`src/sv/qcs_pkg.sv`:
```
// Shared widths, constants, pipeline payload types and output conversion
// for the quartic cosine/sine shaper. No dependencies.
package qcs_pkg;

    localparam int ANGLE_WIDTH  = 16;
    localparam int RESULT_WIDTH = 18;
    localparam int GAIN_WIDTH   = 16;

    // Internal fraction bits of the polynomial path.
    localparam int IFRAC        = 24;
    // round(2/pi * 2^30)
    localparam logic [29:0] TWO_OVER_PI_Q30 = 30'd683565276;
    localparam logic [GAIN_WIDTH-1:0] GAIN_ONE = 16'd4096;
    // ceil(2^33 / 3): floor(x/3) = (x * RECIP3) >> 33 for x < 2^32
    localparam logic [31:0] RECIP3 = 32'hAAAA_AAAB;

    // Square root chain: 60-bit radicand, two bits per cell.
    localparam int RAD_WIDTH  = 60;
    localparam int ROOT_WIDTH = RAD_WIDTH / 2;
    localparam int NUM_CELLS  = ROOT_WIDTH;
    localparam int REM_WIDTH  = ROOT_WIDTH + 2;

    // Register map of the configuration port.
    localparam logic [1:0] REG_QUAD_GAIN    = 2'd0;
    localparam logic [1:0] REG_QUARTIC_GAIN = 2'd1;

    // Sideband that rides along the root chain.
    typedef struct packed {
        logic signed [31:0] cosine;  // Q.24
        logic               ang_neg;
        logic               ang_zero;
        logic               d_neg;
        logic               d_zero;
    } t_side;

    typedef struct packed {
        logic [REM_WIDTH-1:0]  rem;
        logic [ROOT_WIDTH-1:0] root;
        logic [RAD_WIDTH-1:0]  rad;
        t_side                 side;
    } t_sq;

    typedef struct packed {
        logic [RESULT_WIDTH-1:0] value;
        logic                    sat;
    } t_out;

    localparam int OUT_FRAC = RESULT_WIDTH - 4;
    localparam int OUT_LSH  = (OUT_FRAC >= IFRAC) ? OUT_FRAC - IFRAC : 0;
    localparam int OUT_RSH  = (OUT_FRAC >= IFRAC) ? 0 : IFRAC - OUT_FRAC;

    // Q.24 to output format: round half away from zero, then clamp.
    function automatic t_out to_out(input logic signed [31:0] v);
        logic        neg;
        logic [63:0] m;
        logic [63:0] lim;
        t_out        res;
        neg = v[31];
        m   = neg ? 64'(-{{32{v[31]}}, v}) : 64'({32'd0, v});
        m   = ((m << OUT_LSH) + ((64'd1 << OUT_RSH) >> 1)) >> OUT_RSH;
        lim = 64'd1 << (RESULT_WIDTH - 1);
        res.sat = 1'b0;
        if (neg) begin
            if (m > lim) begin
                m       = lim;
                res.sat = 1'b1;
            end
        end else if (m > lim - 64'd1) begin
            m       = lim - 64'd1;
            res.sat = 1'b1;
        end
        res.value = neg ? RESULT_WIDTH'(64'd0 - m) : RESULT_WIDTH'(m);
        return res;
    endfunction

endpackage

```
`src/sv/qcs_cell.sv`:
```
// One cell of the square root chain: retires two radicand bits and one
// root bit per cycle while i_en is high. Depends on qcs_pkg.
module qcs_cell (
    input  logic         i_clk,
    input  logic         i_rst_n,
    input  logic         i_en,
    input  logic         i_valid,
    input  qcs_pkg::t_sq i_data,
    output logic         o_valid,
    output qcs_pkg::t_sq o_data
);
    import qcs_pkg::*;

    logic                   r_valid;
    t_sq                    r_data;
    t_sq                    n_data;
    logic [REM_WIDTH+1:0]   rem_s;
    logic [REM_WIDTH+1:0]   trial;

    always_comb begin
        rem_s  = {i_data.rem, i_data.rad[RAD_WIDTH-1 -: 2]};
        trial  = (REM_WIDTH+2)'({i_data.root, 2'b01});
        n_data = i_data;
        n_data.rad = i_data.rad << 2;
        if (rem_s >= trial) begin
            n_data.rem  = REM_WIDTH'(rem_s - trial);
            n_data.root = {i_data.root[ROOT_WIDTH-2:0], 1'b1};
        end else begin
            n_data.rem  = REM_WIDTH'(rem_s);
            n_data.root = {i_data.root[ROOT_WIDTH-2:0], 1'b0};
        end
    end

    always_ff @(posedge i_clk) begin
        if (!i_rst_n) begin
            r_valid <= 1'b0;
        end else if (i_en) begin
            r_valid <= i_valid;
        end
    end

    always_ff @(posedge i_clk) begin
        if (i_en) begin
            r_data <= n_data;
        end
    end

    assign o_valid = r_valid;
    assign o_data  = r_data;

endmodule

```
`config.mk`:
```
export PLATFORM = sky130hd
export DESIGN_NAME = qcs_cell
export DESIGN_NICKNAME = d
export VERILOG_FILES = /design/src/sv/qcs_pkg.sv /design/src/sv/qcs_cell.sv
export SDC_FILE = /design/constraint.sdc
export NUM_CORES = 1
export LEC_CHECK = 0
export BUFFER_PORTS_ARGS = -buffer_cell sky130_fd_sc_hd__buf_2
export CORE_ASPECT_RATIO = 0.7
export CORE_MARGIN = 2
export CORE_UTILIZATION = 51
export DETAILED_ROUTE_END_ITERATION = 10
export PLACE_DENSITY = 0.89
export SYNTH_ARGS = -nofsm -noshare
export SYNTH_HDL_FRONTEND = slang
export SYNTH_SLANG_ARGS = --single-unit
export TNS_END_PERCENT = 30
```
`constraint.sdc`:
```
create_clock -name i_clk -period 4.55 [get_ports i_clk]
set_input_delay 0.455 -clock i_clk [delete_from_list [all_inputs] [get_ports i_clk]]
set_output_delay 0.455 -clock i_clk [all_outputs]
set_load 0.02 [all_outputs]
```
==> run summary <==
status - finished, final reports clean
largest cells by area after synthesis - edfxtp_1 (67%), ha_1 (5.7%), mux2_2 (4.5%), xnor2_1 (2.2%), inv_1 (2.1%)
crit path kind - in -> reg
register area - 0.00470 mm^2
met3 WL - 1640 um
layout cells sized above 1 - 46.5%
most common cell in the netlist - edfxtp_1
largest net degree at the start of global routing - 101
CP arrival - 3.06 ns
multi-input logic area - 0.00211 mm^2
GPL Wtd Cong - 0.882
Yosys reg bits - 157
Clock Root Buffer - clkbuf_16
Fillers - 986
CP required - 4.71 ns
HPWL after DPL - 14300 um
Vias/cell - 5.23
Clock transition at path regs - 0.07 ns
worst-case clock buffer depth - 2
Startpoint Class - input pin
Cell variety after synth - 52
Final setup viols - 0
# resized after CTS - 0
fmax - 346 MHz
Die H - 102 um
die area - 0.0148 mm^2
Die W - 144 um
ys async rst share - 0%
Synth area leader - edfxtp_1
Ys Warns - 0
Post-Route WL - 18500 um
post-synthesis sequential area ratio - 66.9%
min Tclk post-route - 2.89 ns
vias in the first global route - 5222
pwr/cell area - 432 mW/mm^2
nets@finish - 1013
Buffers on Ports - 318
CTS tree - done
H-tree lvl count - 4
Post-CTS Setup Bufs - 0
Synth top area share - 66.6%
drt drc - 0
maximum VDD drop - 335 uV
first-pass GRT wire length - 27000 um
Top Ports - 321
Vias - 5314
total track usage - 24.4%
total power - 0.00409 W
initial core utilization - 52.8%
uppermost layer routed - met4
Hold Vio Cnt, Final - 0
leakage - 4.20 nW
worst hold path type - in -> reg
Met1 Routed Length - 7280 um
Netlist Area Pre-Place - 0.00704 mm^2
hold_buf cts - 0
Final Slew Violations - 0
Syn Area/Cell - 14.3 um^2
WHS Path Cells - 1
# rows - 35
RSZ-0062 raised after global routing - no
DRT Pass-1 Iters - 5
worst slew pin tran - 0.947 ns
most frequent cells after synthesis - edfxtp_1 (156), inv_1 (40), ha_1 (32)
WL met2 - 9240 um
Mapped Cells - 492
Syn-to-layout area delta - 34.6%
period utilisation layout - 63.6%
number of max-cap violations - 0
post-route ant nets - 0
Post-synth EDFFs - 156
Clk Latency, worst-skew pair - 0.41 ns
clock sink total - 157
wire length per cell - 18.2 um
gr ovfl total - 0
TritonCTS Buffers - 17
Synth Flop Type - edfxtp_1
antenna cells - 0
Setup TNS - 0 ns
Relative slew margins - 36.9%
Worst Reg-to-Reg Cells - 2
skew final - 0 ns
initial antenna violation count - 0
Worst setup EP type - flop
Max FO, Critical Path - 32
drt initial violations - 359
core region area - 0.0133 mm^2
layout make-up:
cell class	count	share of cell area, %
clock inverter	15	2.34
multi-input combinational	282	22.2
tap	185	2.44
clock buffer	17	4.49
timing repair buffer	321	17.2
inverter	40	1.59
sequential	157	49.7
critical path: stages:
cell and delay, ns:
buf_2 0.08, inv_1 0.04, ha_1 0.35, nor2b_1 0.18, o2111ai_1 0.26, nand4_1 0.16
a31oi_1 0.30, o211ai_1 0.18, a21o_1 0.26, a21oi_4 0.18, buf_12 0.24, mux2_2 0.37
power breakdown:
part	internal, W	switching [W]	total (W)
clock network	0.000854	0.000659	0.00151
registers	0.00176	0.0000349	0.00179
logic	0.000302	0.000483	0.000785
total	0.00291	0.00118	0.00409
metrics by stage:
stage | cells | setup slack, ns | util (%) | hold slack, ns | cell area, um^2
2_1_floorplan | 493 | 1.58 | - | 0.554 | 7040
3_3_place_gp | 985 | 1.37 | 66.3 | 0.499 | 8820
3_5_place_dp | 985 | 1.28 | 66.3 | 0.526 | 8820
4_1_cts | 1017 | 1.70 | 71.1 | 0.190 | 9470
5_1_grt | 1017 | 1.54 | 71.1 | 0.184 | 9470
6_report | 1017 | 1.66 | 71.1 | 0.205 | 9470
registers in the layout, indices dropped and copies added (netlist names):
name,count
o_data,156
o_valid,1
layer usage:
metal | vias to the layer above | GRT usage, %
met1 | 2529 | 30.7
met5 | - | 0
met4 | 0 | 9.41
li1 | 2513 | -
met3 | 24 | 7.22
met2 | 248 | 40.6
cell families (layout without fill, tap and decap cells):
| logic type | after synthesis | count (layout) | synth area share (%) |
|---|---|---|---|
| AO/OA/AOI/OAI | 97 | 97 | 9.21 |
| XOR/XNOR | 26 | 26 | 3.24 |
| adder cells (fa/ha/maj) | 32 | 32 | 5.69 |
| buffers and inverters | 54 | 393 | 3.36 |
| flip-flops | 157 | 157 | 66.9 |
| multiplexers | 31 | 31 | 4.91 |
| other | 1 | 2 | 0.0533 |
| AND/OR/NAND/NOR | 94 | 94 | 6.67 |
cells in the final DEF, fill, tap and decap left out, types with 5 or more instances in the layout:
cell type,Yosys,routed
buf_2,0,317
edfxtp_1,156,156
inv_1,40,40
ha_1,32,32
mux2_2,28,28
a21oi_1,27,27
nor2_1,24,24
nand2_1,18,18
o21ai_0,18,18
xnor2_1,18,18
clkbuf_16,0,17
a21o_1,11,11
nand3_1,8,8
nor3_1,8,8
xor2_1,8,8
nand4_1,7,7
and3_1,5,5
nor2b_1,5,5
path summary, 6_finish.rpt:
kind                    from           to  slack, ns
setup / recovery  i_data[96]  o_data[146]       1.66
hold / removal    i_data[45]   o_data[47]       0.21
setup reg to reg     o_valid      o_valid       3.93
hold reg to reg      o_valid      o_valid       0.55
(Power assumes the default switching activity.)
